### src/hdl/command_line_framer_top_assert.svh
// Assertion macros shared by the line framer modules.
// Needs clk and arst_n in the scope of use.
`ifndef COMMAND_LINE_FRAMER_TOP_ASSERT_SVH
`define COMMAND_LINE_FRAMER_TOP_ASSERT_SVH

// same-cycle implication
`define CLF_ASSERT_IMP(lbl, ante, cons) \
	lbl: assert property (@(posedge clk) disable iff (!arst_n) (ante) |-> (cons)) \
		else $error("clf assertion failed");

// next-cycle implication
`define CLF_ASSERT_NXT(lbl, ante, cons) \
	lbl: assert property (@(posedge clk) disable iff (!arst_n) (ante) |=> (cons)) \
		else $error("clf assertion failed");

`endif

### src/hdl/clf_pkg.sv
// Types and constants of the command line framer.
// No dependencies.
package clf_pkg;

	localparam logic [7:0] CH_LF    = 8'h0A;
	localparam logic [7:0] CH_CR    = 8'h0D;
	localparam logic [7:0] CH_COLON = 8'h3A;
	localparam logic [7:0] CH_NUL   = 8'h00;

	localparam logic KIND_CMD = 1'b0;
	localparam logic KIND_ERR = 1'b1;

	localparam logic [2:0] ST_OK       = 3'd0;
	localparam logic [2:0] ST_COUNT    = 3'd1;
	localparam logic [2:0] ST_NO_COLON = 3'd2;
	localparam logic [2:0] ST_BAD_CHAR = 3'd3;
	localparam logic [2:0] ST_NO_CR    = 3'd4;
	localparam logic [2:0] ST_OVERFLOW = 3'd5;

	localparam int OQ_DEPTH = 4;
	localparam int OQ_PW    = 2;
	localparam int OQ_CW    = 3;

	typedef struct packed {
		logic       kind;
		logic [7:0] cmd_byte;
		logic [2:0] status;
		logic       last;
	} clf_result_t;

	typedef struct packed {
		logic        valid;
		clf_result_t item;
	} clf_push_t;

	typedef struct packed {
		logic [OQ_CW-1:0] count;
	} clf_oq_stat_t;

endpackage

### src/hdl/clf_ifs.sv
// Handshake channels of the command line framer: received bytes,
// configuration writes and results. No dependencies.
interface clf_byte_if;
	logic       valid;
	logic       ready;
	logic [7:0] rx_byte;
	modport source (output valid, output rx_byte, input ready);
	modport sink (input valid, input rx_byte, output ready);
endinterface

interface clf_cfg_if;
	logic valid;
	logic ready;
	logic drop_nul;
	modport source (output valid, output drop_nul, input ready);
	modport sink (input valid, input drop_nul, output ready);
endinterface

interface clf_result_if;
	logic       valid;
	logic       ready;
	logic       kind;
	logic [7:0] cmd_byte;
	logic [2:0] status;
	logic       last;
	modport source (output valid, output kind, output cmd_byte, output status,
		output last, input ready);
	modport sink (input valid, input kind, input cmd_byte, input status,
		input last, output ready);
endinterface

### src/hdl/command_line_framer_top.sv
// Channel     Dir  Payload
// rx          in   rx_byte[7:0]
// cfg         in   drop_nul
// res         out  kind, cmd_byte[7:0], status[2:0], last
//
// A stored, dropped or error-answered byte is handled when it is accepted.
// A valid line of n bytes streams n-1 results from the line buffer, one per
// cycle while the queue has room, after the buffer's registered read; rx is
// held off until the last read has landed in the four-entry result queue.
// Reset clears control state only; the line buffer is not cleared.
// Stalls on res back up through the queue to the buffer read and to rx.
// Top level of the command line framer. Depends on clf_pkg, clf_ifs,
// clf_ctrl, clf_line_mem and clf_out_queue.
module command_line_framer_top
	import clf_pkg::*;
#(
	parameter int BUF_SIZE = 64
) (
	input  logic         clk,
	input  logic         arst_n,
	clf_byte_if.sink     rx,
	clf_cfg_if.sink      cfg,
	clf_result_if.source res
);

	localparam int AW = $clog2(BUF_SIZE);

	logic          mem_we;
	logic [AW-1:0] mem_waddr;
	logic [7:0]    mem_wdata;
	logic          mem_re;
	logic [AW-1:0] mem_raddr;
	logic [7:0]    mem_rdata;
	clf_push_t     push;
	clf_oq_stat_t  oq_stat;

	clf_ctrl #(
		.BUF_SIZE (BUF_SIZE),
		.AW       (AW)
	) u_ctrl (
		.clk       (clk),
		.arst_n    (arst_n),
		.rx        (rx),
		.cfg       (cfg),
		.mem_we    (mem_we),
		.mem_waddr (mem_waddr),
		.mem_wdata (mem_wdata),
		.mem_re    (mem_re),
		.mem_raddr (mem_raddr),
		.mem_rdata (mem_rdata),
		.push      (push),
		.oq_stat   (oq_stat)
	);

	clf_line_mem #(
		.DEPTH (BUF_SIZE),
		.AW    (AW)
	) u_mem (
		.clk   (clk),
		.we    (mem_we),
		.waddr (mem_waddr),
		.wdata (mem_wdata),
		.re    (mem_re),
		.raddr (mem_raddr),
		.rdata (mem_rdata)
	);

	clf_out_queue u_queue (
		.clk    (clk),
		.arst_n (arst_n),
		.push   (push),
		.stat   (oq_stat),
		.res    (res)
	);

endmodule

### src/hdl/clf_line_mem.sv
// Line buffer: one write port, one read port, registered read data.
// No dependencies.
module clf_line_mem #(
	parameter int DEPTH = 64,
	parameter int AW    = 6
) (
	input  logic          clk,
	input  logic          we,
	input  logic [AW-1:0] waddr,
	input  logic [7:0]    wdata,
	input  logic          re,
	input  logic [AW-1:0] raddr,
	output logic [7:0]    rdata
);

	logic [7:0] mem [DEPTH];

	always_ff @(posedge clk) begin
		if (we) begin
			mem[waddr] <= wdata;
		end
		if (re) begin
			rdata <= mem[raddr];
		end
	end

endmodule

### src/hdl/clf_out_queue.sv
// Result queue in front of the output channel.
// Depends on clf_pkg and clf_ifs.
module clf_out_queue
	import clf_pkg::*;
(
	input  logic               clk,
	input  logic               arst_n,
	input  clf_push_t          push,
	output clf_oq_stat_t       stat,
	clf_result_if.source       res
);

	clf_result_t      q_q [OQ_DEPTH];
	logic [OQ_PW-1:0] wr_ptr_q;
	logic [OQ_PW-1:0] rd_ptr_q;
	logic [OQ_CW-1:0] count_q;
	logic             pop;
	clf_result_t      head;

	assign head         = q_q[rd_ptr_q];
	assign res.valid    = (count_q != '0);
	assign res.kind     = head.kind;
	assign res.cmd_byte = head.cmd_byte;
	assign res.status   = head.status;
	assign res.last     = head.last;
	assign pop          = res.valid && res.ready;
	assign stat.count   = count_q;

	always_ff @(posedge clk) begin
		if (push.valid) begin
			q_q[wr_ptr_q] <= push.item;
		end
	end

	always_ff @(posedge clk or negedge arst_n) begin
		if (!arst_n) begin
			wr_ptr_q <= '0;
			rd_ptr_q <= '0;
			count_q  <= '0;
		end else begin
			if (push.valid) begin
				wr_ptr_q <= wr_ptr_q + OQ_PW'(1);
			end
			if (pop) begin
				rd_ptr_q <= rd_ptr_q + OQ_PW'(1);
			end
			case ({push.valid, pop})
				2'b10:   count_q <= count_q + OQ_CW'(1);
				2'b01:   count_q <= count_q - OQ_CW'(1);
				default: count_q <= count_q;
			endcase
		end
	end

endmodule

### src/hdl/clf_ctrl.sv
// Framer control: collects bytes into the line buffer, checks the line on
// a line feed and streams a valid line back out. Depends on clf_pkg, clf_ifs and
// the assertion macros.
`include "command_line_framer_top_assert.svh"

module clf_ctrl
	import clf_pkg::*;
#(
	parameter int BUF_SIZE = 64,
	parameter int AW       = 6
) (
	input  logic          clk,
	input  logic          arst_n,
	clf_byte_if.sink      rx,
	clf_cfg_if.sink       cfg,
	output logic          mem_we,
	output logic [AW-1:0] mem_waddr,
	output logic [7:0]    mem_wdata,
	output logic          mem_re,
	output logic [AW-1:0] mem_raddr,
	input  logic [7:0]    mem_rdata,
	output clf_push_t     push,
	input  clf_oq_stat_t  oq_stat
);

	typedef enum logic {COLLECT, READOUT} state_t;

	localparam logic [AW-1:0] FULL_N = AW'(BUF_SIZE - 1);

	state_t        state_q;
	logic [AW-1:0] fill_q;
	logic          drop_nul_q;
	logic [7:0]    b0_q;
	logic [7:0]    b1_q;
	logic [7:0]    tail_q;
	logic [AW-1:0] rd_idx_q;
	logic [AW-1:0] rd_end_q;
	logic          pend_s1;
	logic          last_s1;

	logic          acc;
	logic          err_v;
	logic [2:0]    err_st;
	logic          go_rd;
	logic          store;
	logic          clr;
	logic          issue;
	logic [OQ_CW:0] credit;

	assign credit    = {1'b0, oq_stat.count} + {{OQ_CW{1'b0}}, pend_s1};
	assign rx.ready  = (state_q == COLLECT) && !pend_s1 &&
		(oq_stat.count < OQ_CW'(OQ_DEPTH));
	assign cfg.ready = 1'b1;
	assign acc       = rx.valid && rx.ready;
	assign issue     = (state_q == READOUT) && (credit < (OQ_CW + 1)'(OQ_DEPTH));

	always_comb begin
		err_v  = 1'b0;
		err_st = ST_OK;
		go_rd  = 1'b0;
		store  = 1'b0;
		clr    = 1'b0;
		if (acc && !(rx.rx_byte == CH_NUL && drop_nul_q)) begin
			if (rx.rx_byte == CH_LF) begin
				clr = 1'b1;
				if (fill_q == AW'(2)) begin
					err_v = 1'b1;
					if (b0_q == CH_COLON && b1_q == CH_CR) begin
						err_st = ST_COUNT;
					end else if (b1_q == CH_CR) begin
						err_st = ST_NO_COLON;
					end else begin
						err_st = ST_BAD_CHAR;
					end
				end else if (fill_q >= AW'(3)) begin
					if (b1_q != CH_COLON) begin
						err_v  = 1'b1;
						err_st = ST_NO_COLON;
					end else if (tail_q == CH_CR) begin
						go_rd = 1'b1;
					end else begin
						err_v  = 1'b1;
						err_st = ST_NO_CR;
					end
				end
			end else if (fill_q < FULL_N) begin
				store = 1'b1;
			end else begin
				err_v  = 1'b1;
				err_st = ST_OVERFLOW;
				clr    = 1'b1;
			end
		end
	end

	always_comb begin
		push.valid = pend_s1 || err_v;
		if (pend_s1) begin
			push.item.kind     = KIND_CMD;
			push.item.cmd_byte = mem_rdata;
			push.item.status   = ST_OK;
			push.item.last     = last_s1;
		end else begin
			push.item.kind     = KIND_ERR;
			push.item.cmd_byte = 8'h00;
			push.item.status   = err_st;
			push.item.last     = 1'b1;
		end
	end

	assign mem_we    = store;
	assign mem_waddr = fill_q;
	assign mem_wdata = rx.rx_byte;
	assign mem_re    = issue;
	assign mem_raddr = rd_idx_q;

	always_ff @(posedge clk or negedge arst_n) begin
		if (!arst_n) begin
			state_q    <= COLLECT;
			fill_q     <= '0;
			drop_nul_q <= 1'b1;
			b0_q       <= '0;
			b1_q       <= '0;
			tail_q     <= '0;
			rd_idx_q   <= '0;
			rd_end_q   <= '0;
			pend_s1    <= 1'b0;
			last_s1    <= 1'b0;
		end else begin
			if (cfg.valid) begin
				drop_nul_q <= cfg.drop_nul;
			end
			if (store) begin
				fill_q <= fill_q + AW'(1);
				tail_q <= rx.rx_byte;
				if (fill_q == AW'(0)) begin
					b0_q <= rx.rx_byte;
				end
				if (fill_q == AW'(1)) begin
					b1_q <= rx.rx_byte;
				end
			end
			if (clr) begin
				fill_q <= '0;
			end
			pend_s1 <= issue;
			last_s1 <= (rd_idx_q == rd_end_q);
			unique case (state_q)
				COLLECT: begin
					if (go_rd) begin
						state_q  <= READOUT;
						rd_idx_q <= '0;
						rd_end_q <= fill_q - AW'(2);
					end
				end
				READOUT: begin
					if (issue) begin
						rd_idx_q <= rd_idx_q + AW'(1);
						if (rd_idx_q == rd_end_q) begin
							state_q <= COLLECT;
						end
					end
				end
				default: state_q <= COLLECT;
			endcase
		end
	end

	// queue never overrun
	`CLF_ASSERT_IMP(a_no_overrun, push.valid, oq_stat.count < OQ_CW'(OQ_DEPTH))
	// no input taken while a line read is still landing
	`CLF_ASSERT_IMP(a_no_acc_in_flight, acc, !pend_s1 && state_q == COLLECT)
	// fill stays below the buffer size
	`CLF_ASSERT_IMP(a_fill_bound, 1'b1, fill_q <= FULL_N)
	// a read issue always lands as a push in the next cycle
	`CLF_ASSERT_NXT(a_read_lands, issue, push.valid && push.item.kind == KIND_CMD)

endmodule

### src/flat_wrapper.sv
// flat-port wrapper written by rule: the top's interface ports become plain ports
module command_line_framer_top_flat import clf_pkg::*;
#(
	parameter int BUF_SIZE = 64
)
  (clk, arst_n, rx_valid, rx_rx_byte, rx_ready, cfg_valid, cfg_drop_nul, cfg_ready, res_valid, res_kind, res_cmd_byte, res_status, res_last, res_ready);
  clf_byte_if rx_i ();
  clf_cfg_if cfg_i ();
  clf_result_if res_i ();
  input  logic clk;
  input  logic arst_n;
  input wire logic [$bits(rx_i.valid)-1:0] rx_valid;
  input wire logic [$bits(rx_i.rx_byte)-1:0] rx_rx_byte;
  output wire logic [$bits(rx_i.ready)-1:0] rx_ready;
  input wire logic [$bits(cfg_i.valid)-1:0] cfg_valid;
  input wire logic [$bits(cfg_i.drop_nul)-1:0] cfg_drop_nul;
  output wire logic [$bits(cfg_i.ready)-1:0] cfg_ready;
  output wire logic [$bits(res_i.valid)-1:0] res_valid;
  output wire logic [$bits(res_i.kind)-1:0] res_kind;
  output wire logic [$bits(res_i.cmd_byte)-1:0] res_cmd_byte;
  output wire logic [$bits(res_i.status)-1:0] res_status;
  output wire logic [$bits(res_i.last)-1:0] res_last;
  input wire logic [$bits(res_i.ready)-1:0] res_ready;
  assign rx_i.valid = rx_valid;
  assign rx_i.rx_byte = rx_rx_byte;
  assign rx_ready = rx_i.ready;
  assign cfg_i.valid = cfg_valid;
  assign cfg_i.drop_nul = cfg_drop_nul;
  assign cfg_ready = cfg_i.ready;
  assign res_valid = res_i.valid;
  assign res_kind = res_i.kind;
  assign res_cmd_byte = res_i.cmd_byte;
  assign res_status = res_i.status;
  assign res_last = res_i.last;
  assign res_i.ready = res_ready;
  command_line_framer_top #(.BUF_SIZE(BUF_SIZE)) u_core (.clk(clk), .arst_n(arst_n), .rx(rx_i), .cfg(cfg_i), .res(res_i));
endmodule
### config.mk
export PLATFORM = sky130hd
export DESIGN_NAME = command_line_framer_top_flat
export DESIGN_NICKNAME = d
export VERILOG_FILES = /design/src/hdl/clf_pkg.sv /design/src/hdl/clf_ifs.sv /design/src/hdl/command_line_framer_top.sv /design/src/hdl/clf_line_mem.sv /design/src/hdl/clf_out_queue.sv /design/src/hdl/clf_ctrl.sv /design/src/flat_wrapper.sv
export VERILOG_INCLUDE_DIRS = /design/src /design/src/hdl
export SDC_FILE = /design/constraint.sdc
export NUM_CORES = 1
export LEC_CHECK = 0
export ABC_AREA = 1
export BUFFER_PORTS_ARGS = -buffer_cell sky130_fd_sc_hd__buf_2
export CORE_UTILIZATION = 44
export DETAILED_ROUTE_END_ITERATION = 8
export PLACE_DENSITY = 0.58
export SLEW_MARGIN = 25
export SYNTH_ARGS = -nofsm -noshare
export SYNTH_HDL_FRONTEND = slang
export SYNTH_SLANG_ARGS = --single-unit
### constraint.sdc
create_clock -name clk -period 2.8 [get_ports clk]
set_input_delay 0.28 -clock clk [delete_from_list [all_inputs] [get_ports clk]]
set_output_delay 0.28 -clock clk [all_outputs]
set_load 0.03 [all_outputs]
======== Word level (Yosys, flattened, before mapping) ========
Memory sizes are Yosys's and may differ from the RTL's. A register that Yosys moved wholly into a read port is not among the register bits.
Cells that the tools add are included.
W data, S select, Z words.
operators by class
  add/subtract/negate cells ............... 8
  equal/unequal tests ..................... 12
  $lt $le $gt $ge ......................... 4
  mux-type cells .......................... 42
  reductions and logical operators ........ 20
  bitwise operators ....................... 1
operators by type and width
  kind                   number
  $mux W1                26
  $eq A8 B4 Y1 const B   3
  $mux W6                4
  $mux W3                7
  $mux W13               1
  $add A6 B1 Y6 const B  2
  $pmux W6 S2            1
  $eq A8 B6 Y1 const B   1
  $logic_and A1 B1 Y1    8
  $logic_not A8 Y1       1
  $ne A8 B6 Y1 const B   1
  $reduce_and A2 Y1      4
  $eq A6 B1 Y1 const B   1
  $eq A6 B2 Y1 const B   1
  $eq A6 B6 Y1           1
  $ge A6 B2 Y1 const B   1
  $logic_not A6 Y1       1
  $lt A6 B6 Y1 const B   1
  $pmux W3 S2            1
  $sub A6 B2 Y6 const B  1
  $add A2 B1 Y2 const B  2
  $add A3 B1 Y4          1
  $lt A4 B3 Y1 const B   1
  $reduce_bool A2 Y1     2
  13 further kinds       14
word-level totals
  register bits ........................... 53
  output and inout port bits .............. 16
  RAM bits ................................ 564
  memories kept ........................... 2
memory list
  memory              depth  bits a word  rd ports  clocked after Yosys merged registers in  wr ports  line                 RTL
  u_core.u_mem.mem    64     8            1         1                                        1         clf_line_mem.sv:16   logic [7:0] mem [DEPTH];
  u_core.u_queue.q_q  4      13           1         0                                        1         clf_out_queue.sv:13  clf_result_t q_q [OQ_DEPTH];

======== Depth between registers and ports, before layout ========
Gate-level depths: netlist (run 1).
  depth after elaboration ................. 10
  gate-level depth with buffers ........... 16

======== Cells and area by module ========
Synthesis (run 1) repeated with hierarchy kept, for this count alone.
second synthesis, totals
  cell total of the unflattened synthesis .. 2,367
  area total of the unflattened synthesis .. 26,693.1 µm²
modules (own cells, without submodules)
  module         sequential area each (µm²)  instances  cells an instance  area an instance (µm²)
  clf_line_mem   15,615.0                    1          1,805              21,419.3
  clf_ctrl       1,152.4                     1          355                2,743.9
  clf_out_queue  1,736.7                     1          207                2,529.9

======== Worst setup path after synthesis (run 1) ========
Ideal clock, no wire load.
  kind .................................... register to register
  start ................................... reg u_core.u_ctrl.fill_q[0], in the netlist u_core.u_ctrl.mem_waddr[0]
  end ..................................... reg u_core.u_queue.count_q[2], in the netlist u_core.u_queue.stat[2]
  data arrival time ....................... 2,418 ps
  setup slack ............................. 251 ps
  cell stages (with the launch flop) ...... 16
  buffers on the path ..................... 0
  period minus slack after synthesis ...... 2,549 ps
  setup time .............................. 131 ps
  cells stage by stage .................... dfrtp_1 -> clkinv_1 -> ha_1 -> inv_1 -> nor2_2 -> nor2_1 -> nand2_1 -> nand2_1 -> nand2_2 -> inv_2 -> ha_1 -> inv_1 -> fa_1 -> a21oi_1 -> o21ai_0 -> xor2_1
on the way
  longest elaborated chain between the ends .. 8
RTL lines
  what                                                      line                 RTL
  start, declared                                           clf_ctrl.sv:31       logic [AW-1:0] fill_q;
  start signal, assigned                                    clf_ctrl.sv:134      fill_q <= fill_q + AW'(1);
  $ge A6 B2 Y1                                              clf_ctrl.sv:75       end else if (fill_q >= AW'(3)) begin
  $mux W1                                                   clf_ctrl.sv:75
  $mux W1                                                   clf_ctrl.sv:66       if (fill_q == AW'(2)) begin
  $mux W1 *                                                 clf_ctrl.sv:64       if (rx.rx_byte == CH_LF) begin
  $mux W1 *                                                 clf_ctrl.sv:63       if (acc && !(rx.rx_byte == CH_NUL && drop_nul_q)) begin
  $logic_or A1 B1 Y1 *                                      clf_ctrl.sv:97       push.valid = pend_s1 || err_v;
  $eq A2 B1 Y1 / $eq A2 B2 Y1 (equally long branches)       clf_out_queue.sv:47  case ({push.valid, pop})
  $pmux W3 S2 / $reduce_bool A2 Y1 (equally long branches)  n/a
  end signal, assigned                                      clf_out_queue.sv:48  2'b10: count_q <= count_q + OQ_CW'(1);
  end signal, assigned                                      clf_out_queue.sv:49  2'b01: count_q <= count_q - OQ_CW'(1);
  end signal, assigned                                      clf_out_queue.sv:50  default: count_q <= count_q;
  end, declared                                             clf_out_queue.sv:16  logic [OQ_CW-1:0] count_q;
Every way passes the cells marked *; elsewhere a longest branch is shown, timed or not.
A chain may end at the register's enable or synchronous reset.

======== Worst setup path in the final report (run 1) ========
Same ends and word-level chain as after synthesis.

==> results.md, run 1 <==
Outcome:
- The run finished with clean final reports.

Routing:
- In the routed design, unresolved DRC markers number 0.
- The total length of routed wires is 68.93 mm.
- Dividing the detail-routed wire length by the instance count gives 21.24 um.
- Dividing the detail-routed via count by the number of cells gives 5.344.
- The first-pass iteration count of the detailed router is 6.
- The first routing iteration left 1547 violations.
- Across all layers, the routed design uses 17340 vias.
- The final antenna-violating net count is 0.

Synthesis:
- Dividing the synthesized area by the synthesized cell count gives 11.28 sq um.
- After synthesis, the cell types taking the most area are sky130_fd_sc_hd__edfxtp_1 66%, sky130_fd_sc_hd__nand2_1 12%, sky130_fd_sc_hd__nand3_1 5.8%, sky130_fd_sc_hd__dfrtp_1 5.0%, sky130_fd_sc_hd__nor2_1 1.9%.
- The top cell type by total area after synthesis is sky130_fd_sc_hd__edfxtp_1.
- Sequential cells were found to cover 70.95% of the synthesized design area.
- The cell count after synthesis came out at 2313.
- After synthesis, the share of flip-flops with an asynchronous set or reset is 8.480%.
- After synthesis, the largest area contributor takes up 65.86% of total cell area.
- In this run, distinct cell masters in the synthesized netlist total 43.
- For this run, the leading register cell type out of synthesis is sky130_fd_sc_hd__edfxtp_1.
- The number of flops mapped to enable cells by yosys is 572.
- The synthesized area is 0.02608 sq mm.
- The number of warnings issued by yosys is 0.
- When the netlist entered floorplanning its net count stood at 2343.
- The number of storage elements in the synthesis netlist is 625.

Critical path:
- The data arrival at the endpoint of the critical path is 3.08 ns.
- The critical path is of the reg -> reg type.
- Along the worst path, the maximum fanout reaches 4.
- The startpoint type of the worst setup path is a flip-flop.
- The worst setup path is captured at a flip-flop.
- The required arrival time at the worst endpoint is 3.28 ns.

STA:
- In this run the tightest slew margin relative to its limit is 37.90%.
- The maximum clock frequency is 0.3832 GHz.
- The number of hold violations in the final report is 0.
- The clock arrives with 0.02816 ns of skew.
- The max-slew violation total from the final report is 0.
- Setup repair after global routing left no endpoint under its margin.
- The final total negative setup slack is 0 ns.
- For the pin with the worst max-slew slack, the measured transition is 0.9314 ns.
- The worst path uses 93.19% of the clock period.
- The worst path in the final design needs a cycle of 2.609 ns, including I/O delays and setup.
- Setup violations remaining at the end of the flow were counted as 0.

Floorplanning:
- The effective utilization at floorplan is 44.86%.
- The die area is 0.06025 sq mm.
- The number of primary I/O pins is 30.
- The placeable core area is 0.05814 sq mm.
- The number of placement rows is 88.
- In this run the horizontal extent of the chip is 245.5 um.
- Measured along the y axis, the die boundary spans 245.5 um.

Cells and area:
- The count of filler cells inserted in the layout is 5164.
- Once layout is complete, the cells apart from fillers number 3245.
- Leaving out fill and tap cells, the most frequent cells in the layout are 843 x sky130_fd_sc_hd__nand2_1, 572 x sky130_fd_sc_hd__edfxtp_1, 304 x sky130_fd_sc_hd__nand3_1.
- The multi-input combinational cells in the finished layout cover a total of 0.006668 sq mm.
- The most common cell after layout, fill and taps aside is sky130_fd_sc_hd__nand2_1.
- The net count reported at finish is 2457.
- The layout overhead on the synthesized area is 14.58%.
- The fraction of final layout cells with drive strength greater than 1 is 11.78%.
- The footprint of the flip-flops and latches is 0.01851 sq mm.

GRT:
- The total overflow left after global routing is 0.
- The largest net degree at the start of global routing is 131.
- Global routing used 23.44% of the available tracks.
- The first-pass GRT wire length is 104.9 mm.
- The initial antenna violation count is 2.
- The number of global-route vias before repair is 17260.

Placement:
- The number of placed instances, taps included, is 3121.
- The congestion estimate from routability-driven global placement came to 0.8581.
- After legalization and detailed placement, the total HPWL measured 43.00 mm.
- Input and output buffers added on the ports amount to 28.

Clocking:
- The root buffer selected by CTS is sky130_fd_sc_hd__clkbuf_16.
- The longest clock path from root to sink contains 3 buffers.
- For this design, the sink count on the clock tree is 625.
- The clock insertion delay at the later pin of the skew report is 0.62 ns.
- The number of setup buffers added after CTS is 0.
- The H-tree depth reported by CTS is 3.
- The clock tree from TritonCTS is built.
- After clock tree synthesis, the clock-pin slew on the worst setup and hold paths is 0.06 ns.
- The number of clock buffers added by TritonCTS is 68.

Hold path:
- The min-delay analysis places its worst path in the category in -> reg.

Power and ir drop:
- In this run the power density over the cells is 946.9 mW/mm^2.
- Per report_power, the clock group accounts for 30.6% of the total.
- The highest ir drop seen on vdd is 0.0007749 V.
- The combinational group share of total power is 30.4%.
- The static leakage is 11.41 nW.
- Cell internal power was estimated by the tool at 18.20 mW.
- The share of total power consumed by net switching is 35.69%.
- After layout, the design draws a total of 28.30 mW.
- The net switching power is 10.10 mW.
- Sequential cells account for 39.0% of the total power.

Job:
- Across the run, the number of max-cap violations was 0.
-- critical path, stage by stage (launching register included) --
cell	delay, ns
sky130_fd_sc_hd__dfrtp_1	0.42
sky130_fd_sc_hd__ha_1	0.25
sky130_fd_sc_hd__inv_1	0.06
sky130_fd_sc_hd__nand2_1	0.11
sky130_fd_sc_hd__nor2_4	0.17
sky130_fd_sc_hd__inv_1	0.05
sky130_fd_sc_hd__nand2_1	0.06
sky130_fd_sc_hd__nand2_1	0.07
sky130_fd_sc_hd__nand2_2	0.12
sky130_fd_sc_hd__nand2_2	0.09
sky130_fd_sc_hd__inv_2	0.06
sky130_fd_sc_hd__ha_1	0.13
sky130_fd_sc_hd__inv_1	0.06
sky130_fd_sc_hd__fa_1	0.39
sky130_fd_sc_hd__a21oi_1	0.17
sky130_fd_sc_hd__o21ai_0	0.13
sky130_fd_sc_hd__xor2_1	0.16
-- cells by family (layout without fill, tap and decap cells) --
logic type | after synthesis | after routing | share of synthesized area (%)
flops | 625 | 625 | 70.95
buf+inv | 188 | 354 | 3.493
other cells | 1 | 2 | 0.01438
simple gates | 1317 | 1317 | 21.24
compound gates | 150 | 150 | 2.960
mux | 1 | 1 | 0.04317
fa+ha+maj | 16 | 16 | 0.7964
xor+xnor | 15 | 15 | 0.5038
-- area by class of cell --
| cell class | count | area share (%) |
|---|---|---|
| antenna | 1 | 0.008374 |
| multi-input combinational | 1500 | 22.31 |
| tap | 765 | 3.203 |
| inverter | 70 | 0.9714 |
| sequential | 625 | 61.94 |
| clock buffer | 81 | 5.891 |
| clock inverter | 41 | 1.331 |
| timing repair buffer | 162 | 4.346 |
-- Yosys cell counts, types with 5 or more instances --
| library cell | instances |
|---|---|
| sky130_fd_sc_hd__a21oi_1 | 67 |
| sky130_fd_sc_hd__buf_1 | 5 |
| sky130_fd_sc_hd__buf_2 | 78 |
| sky130_fd_sc_hd__buf_4 | 14 |
| sky130_fd_sc_hd__clkbuf_1 | 17 |
| sky130_fd_sc_hd__dfrtp_1 | 52 |
| sky130_fd_sc_hd__edfxtp_1 | 572 |
| sky130_fd_sc_hd__ha_1 | 15 |
| sky130_fd_sc_hd__inv_1 | 58 |
| sky130_fd_sc_hd__nand2_1 | 844 |
| sky130_fd_sc_hd__nand3_1 | 304 |
| sky130_fd_sc_hd__nand3_4 | 5 |
| sky130_fd_sc_hd__nor2_1 | 135 |
| sky130_fd_sc_hd__nor2_4 | 5 |
| sky130_fd_sc_hd__o21ai_0 | 60 |
| sky130_fd_sc_hd__o21ai_1 | 7 |
| sky130_fd_sc_hd__o22ai_1 | 15 |
| sky130_fd_sc_hd__xor2_1 | 13 |
-- state kept, by name, indices dropped and copies added, names as in the netlist, 2 cells and up --
register,flops
u_core.u_ctrl.b0_q,8
u_core.u_ctrl.b1_q,8
u_core.u_ctrl.mem_raddr,6
u_core.u_ctrl.mem_waddr,6
u_core.u_ctrl.rd_end_q,6
u_core.u_ctrl.tail_q,8
u_core.u_mem.mem,512
u_core.u_mem.rdata,8
u_core.u_queue.q_q,52
u_core.u_queue.rd_ptr_q,2
u_core.u_queue.stat,3
u_core.u_queue.wr_ptr_q,2
-- stage by stage --
| step | cell area [sq um] | util [%] | worst slack (ns) | hold slack [ns] |
|---|---|---|---|---|
| floorplan | 26080 | - | 0.2508 | -0.01559 |
| global placement | 27710 | 47.66 | 0.09502 | 0.2886 |
| detailed placement | 27710 | 47.66 | 0.1136 | 0.2907 |
| CTS | 29880 | 51.39 | 0.1401 | 0.04794 |
| global route | 29880 | 51.40 | 0.03425 | 0.07586 |
| finish | 29880 | 51.40 | 0.1907 | 0.07279 |
-- worst paths after layout --
| kind | startpoint | to | slack (ns) | cells after the start |
|---|---|---|---|---|
| hold reg to reg | u_core.u_ctrl.b0_q[1]$_DFFE_PN0P_ | u_core.u_ctrl.b0_q[1]$_DFFE_PN0P_ | 0.49 | 2 |
| min in group asynchronous | arst_n | u_core.u_queue.wr_ptr_q[0]$_DFFE_PN0P_ | 0.22 | 2 |
| setup reg to reg | u_core.u_ctrl.mem_waddr[0]$_DFFE_PN0P_ | u_core.u_queue.stat[2]$_DFFE_PN0P_ | 0.19 | 16 |
| setup / recovery | u_core.u_ctrl.mem_waddr[0]$_DFFE_PN0P_ | u_core.u_queue.stat[2]$_DFFE_PN0P_ | 0.19 | 16 |
| hold / removal | res_ready | u_core.u_queue.rd_ptr_q[0]$_DFFE_PN0P_ | 0.07 | 3 |
| max in group asynchronous | arst_n | u_core.u_ctrl.drop_nul_q$_DFFE_PN1P_ | 1.90 | 3 |
-- power groups by stage --
stage,sequential [mW],combinational [mW],clock (mW)
global placement,11.2,8.52,0
floorplan,11.1,5.81,0
global route,11.1,9.46,9.18
finish,11.0,8.59,8.66
detailed placement,11.2,8.61,0
CTS,11.0,8.64,8.84
-- per-layer routing --
layer,global-route usage [%],wire (um)
met5,0,0
met4,8.294,1988
met3,3.580,4038
met2,38.27,32760
met1,31.90,30140
-- what timing repair did --
item	in CTS	in global routing
hold buffers	1	0
setup endpoints to repair	0	1
endpoints found under the hold margin	18	0
resized for setup	0	1
(Power assumes the default switching activity.)
==> run 2: changes to the inputs <==
Settings changed: SETUP_SLACK_MARGIN set to 0.3.
==> run 2 against run 1 <==
Against the previous run:
- wire length down 2.0%
- total power up 0.42%
- largest power group unchanged
- sequential share of layout area up 0.21 points
- via count down 1.1%
- combinational power up 2%
- sequential power about the same
- critical path type unchanged
==> results.md, run 2 (synthesis results as in run 1) <==
GRT:
- The largest net degree at the start of global routing is 108 (-18%).
- The sum of overflow across all layers after global routing came to 0 (unchanged).
- The number of global-route vias before repair is 16570 (-4.0%).
- The first-pass GRT wire length is 100.8 mm (-4.0%).
- The initial antenna violation count is 1 (-1).
- The total routing resource utilization after global routing is 22.69% (-0.76 points).

Cells and area:
- The multi-input combinational cell area is 0.006882 sq mm (+3.2%).
- In the layout the commonest cells are 844 x sky130_fd_sc_hd__nand2_1, 572 x sky130_fd_sc_hd__edfxtp_1, 304 x sky130_fd_sc_hd__nand3_1.
- The largest registers in the layout are u_core.u_mem.mem x512, u_core.u_queue.q_q x52.
- The flip-flop count of the largest register, all copies and words added is 512 (unchanged).
- Leaving out fill and tap cells, the most frequent cell in the layout is sky130_fd_sc_hd__nand2_1.
- The count of filler cells inserted in the layout is 5099 (-1.3%).
- The fraction of final layout cells with drive strength greater than 1 came to 12.96% (+1.2 points).
- The footprint of the flip-flops and latches is 0.01851 sq mm (about the same).
- The design area is 0.02978 sq mm (-0.33%).
- Relative to the synthesized area, the layout overhead comes to 14.21%.
- The net count reported at finish is 2412 (-1.8%).
- The register with the most flip-flops in the final layout is u_core.u_mem.mem.

Routing:
- The via count normalized by instance count is 5.365 (+0.40%).
- The final antenna-violating net count came to 0 (unchanged).
- The number of remaining DRC errors was 0 (unchanged).
- The total length of routed wires is 67.57 mm (-2.0%).
- The final routed wire length divided by cell count is 21.14 um (-0.49%).
- The DRC marker count from the first detailed-route iteration is 1519 (-1.8%).
- The number of vias in the routed layout came to 17150 (-1.1%).
- The first-pass iteration count of the detailed router is 7 (+1).

Clocking:
- The number of CTS-inserted buffers is 68 (unchanged).
- The clock tree from TritonCTS is built.
- The H-tree depth reported by CTS was 3 (unchanged).
- The maximum buffer depth of the clock tree was 3 (unchanged).
- The clock transition at the register clock pins on the worst setup and hold paths after CTS is 0.06 ns (about the same).
- The clock sink count is 625 (unchanged).
- The clock insertion delay at the later pin of the skew report is 0.60 ns (-0.02 ns).
- The root buffer selected by CTS is sky130_fd_sc_hd__clkbuf_16.

Placement:
- The routability-driven placement congestion ratio is 0.8536 (-0.52%).
- The post-detailed-placement half-perimeter wirelength is 41.72 mm (-3.0%).
- The total of buffers placed on input and output ports is 28 (unchanged).
- The instance area at placement was 0.02735 sq mm (-1.3%).

Hold path:
- The path class of the tightest hold or removal check is in -> reg.
- The startpoint identified for the worst hold timing path is rx_rx_byte[0].

Critical path:
- The worst register-to-register path begins at u_core.u_ctrl.state_q$_DFF_PN0_.
- The stage delay of the slowest cell on the critical path is 0.45 ns (+0.03 ns).
- The master of the slowest instance on the critical path is sky130_fd_sc_hd__nor2_2.
- The required arrival time at the worst endpoint is 3.05 ns (-0.23 ns).
- The timing startpoint of the critical path is u_core.u_ctrl.state_q$_DFF_PN0_.
- The critical path is of the reg -> reg type.
- The critical path goes through inv_2 -> nand3_4 -> nor2_4 -> nand2_4 -> buf_4 -> clkinv_4 -> nand2_2 -> inv_12 -> buf_4 -> nand3_4 -> nor2_2.
- The data arrival at the endpoint of the critical path is 2.72 ns (-0.36 ns).
- The highest net fanout along the worst path came to 8 (+4).
- The nature of the critical path endpoint is a flip-flop.
- The startpoint type of the worst setup path is a flip-flop.

STA:
- The transition at the pin with the smallest max-transition slack came to 1.003 ns (+0.07191 ns).
- The max-slew violation total from the final report is 0 (unchanged).
- The minimum clock period after layout is 2.475 ns (-0.1338 ns).
- The final critical-path share of the clock period is 88.41% (-4.8 points).
- The final total negative setup slack is 0 ns (unchanged).
- Setup repair after global routing could not meet its margin everywhere.
- The maximum clock frequency is 0.4040 GHz (+5.4%).
- The number of hold violations in the final report is 0 (unchanged).
- The max-slew headroom at the worst pin is 33.11% (-4.8 points).
- The final number of setup-violating endpoints was 0 (unchanged).
- The clock tree skew after final layout came to 0.02005 ns (-0.008114 ns).

Floorplanning:
- The placeable core area is 0.05814 sq mm (unchanged).
- The die height is 245.5 um (unchanged).
- The horizontal die dimension is 245.5 um (unchanged).
- The effective utilization at floorplan is 44.86% (unchanged).
- The number of placement rows came to 88 (unchanged).
- The number of primary I/O pins is 30 (unchanged).
- The die area is 0.06025 sq mm (unchanged).

Power and ir drop:
- The net switching power was 10.17 mW (+0.67%).
- The share of total power consumed by net switching is 35.78% (+0.089 points).
- The power density over cell area came to 954.0 mW/mm^2 (+0.75%).
- The clock network power share is 30.4% (-0.2 points).
- The cell-internal power is 18.25 mW (+0.28%).
- The combinational group share of total power came to 30.8% (+0.4 points).
- The part of the total power dissipated in sequential elements came to 38.9% (about the same).
- The highest ir drop seen on vdd is 0.0008179 V (+5.5%).
- The static leakage is 11.17 nW (-2.1%).

Outcome:
- The flow ran to the end, and the final reports show no timing, DRC or antenna violations.

Job:
- The number of max-cap violations is 0 (unchanged).
==> run 2: layer usage <==
metal / up-vias / global-route usage, % / routed length (um)
li1: 8074 / - / -
met1: 8314 / 30.38 / 29100
met2: 652 / 35.59 / 30810
met3: 113 / 5.719 / 5722
met4: 0 / 8.677 / 1938
met5: - / 0 / 0
==> run 2: worst paths after layout <==
path / endpoint / slack [ns] / cells after the start
setup / recovery: u_core.u_mem.mem[12][6]$_DFFE_PP_ / 0.32 / 11
hold / removal: u_core.u_mem.mem[0][0]$_DFFE_PP_ / 0.08 / 1
setup reg to reg: u_core.u_mem.mem[12][6]$_DFFE_PP_ / 0.32 / 11
hold reg to reg: u_core.u_ctrl.b0_q[5]$_DFFE_PN0P_ / 0.48 / 2
max in group asynchronous: u_core.u_ctrl.drop_nul_q$_DFFE_PN1P_ / 1.91 / 3
min in group asynchronous: u_core.u_ctrl.mem_raddr[2]$_DFFE_PN0P_ / 0.24 / 2
==> run 2: timing repair <==
action                                 4_1_cts  5_1_grt
pin swaps                                    0        2
setup endpoints to repair                  274      390
hold buffers                                 3        0
endpoints found under the hold margin       24        0
gates resized for setup                     27       54
cloned                                       0        1
buffers inserted                             0        4
==> run 2: layout make-up <==
class,instances,area share (%)
Antenna cell,1,0.008402
Clock buffer,84,6.192
Clock inverter,35,0.9872
Inverter,70,1.004
Multi-Input combinational cell,1501,23.10
Sequential cell,625,62.15
Tap cell,765,3.214
Timing Repair Buffer,116,3.340
==> run 2: metrics by stage <==
stage / util [%] / worst slack (ns) / hold slack, ns / power (mW) / cells
2_1_floorplan: - / 0.4080 / -0.01559 / 16.87 / 2313
3_3_place_gp: 47.04 / 0.06732 / 0.3391 / 19.74 / 3069
3_5_place_dp: 47.04 / 0.01317 / 0.3331 / 19.82 / 3069
4_1_cts: 50.88 / 0.2121 / 0.05867 / 28.43 / 3191
5_1_grt: 51.23 / 0.1872 / 0.06662 / 29.82 / 3196
6_report: 51.23 / 0.3245 / 0.08472 / 28.41 / 3197
==> run 2: power by group through the flow <==
stage | logic (mW) | clock network [mW] | registers [mW]
after floorplan | 5.81 | 0 | 11.1
after global placement | 8.54 | 0 | 11.2
after detailed placement | 8.61 | 0 | 11.2
after CTS | 8.65 | 8.77 | 11.0
after global routing | 9.64 | 9.10 | 11.1
final | 8.75 | 8.62 | 11.0
==> run 2: critical path, delay by kind of cell, from the launching register on <==
family	cells	cell delay [ns]
and+or+nand+nor	6	1.10
buffers and inverters	5	0.56
DFF	1	0.43
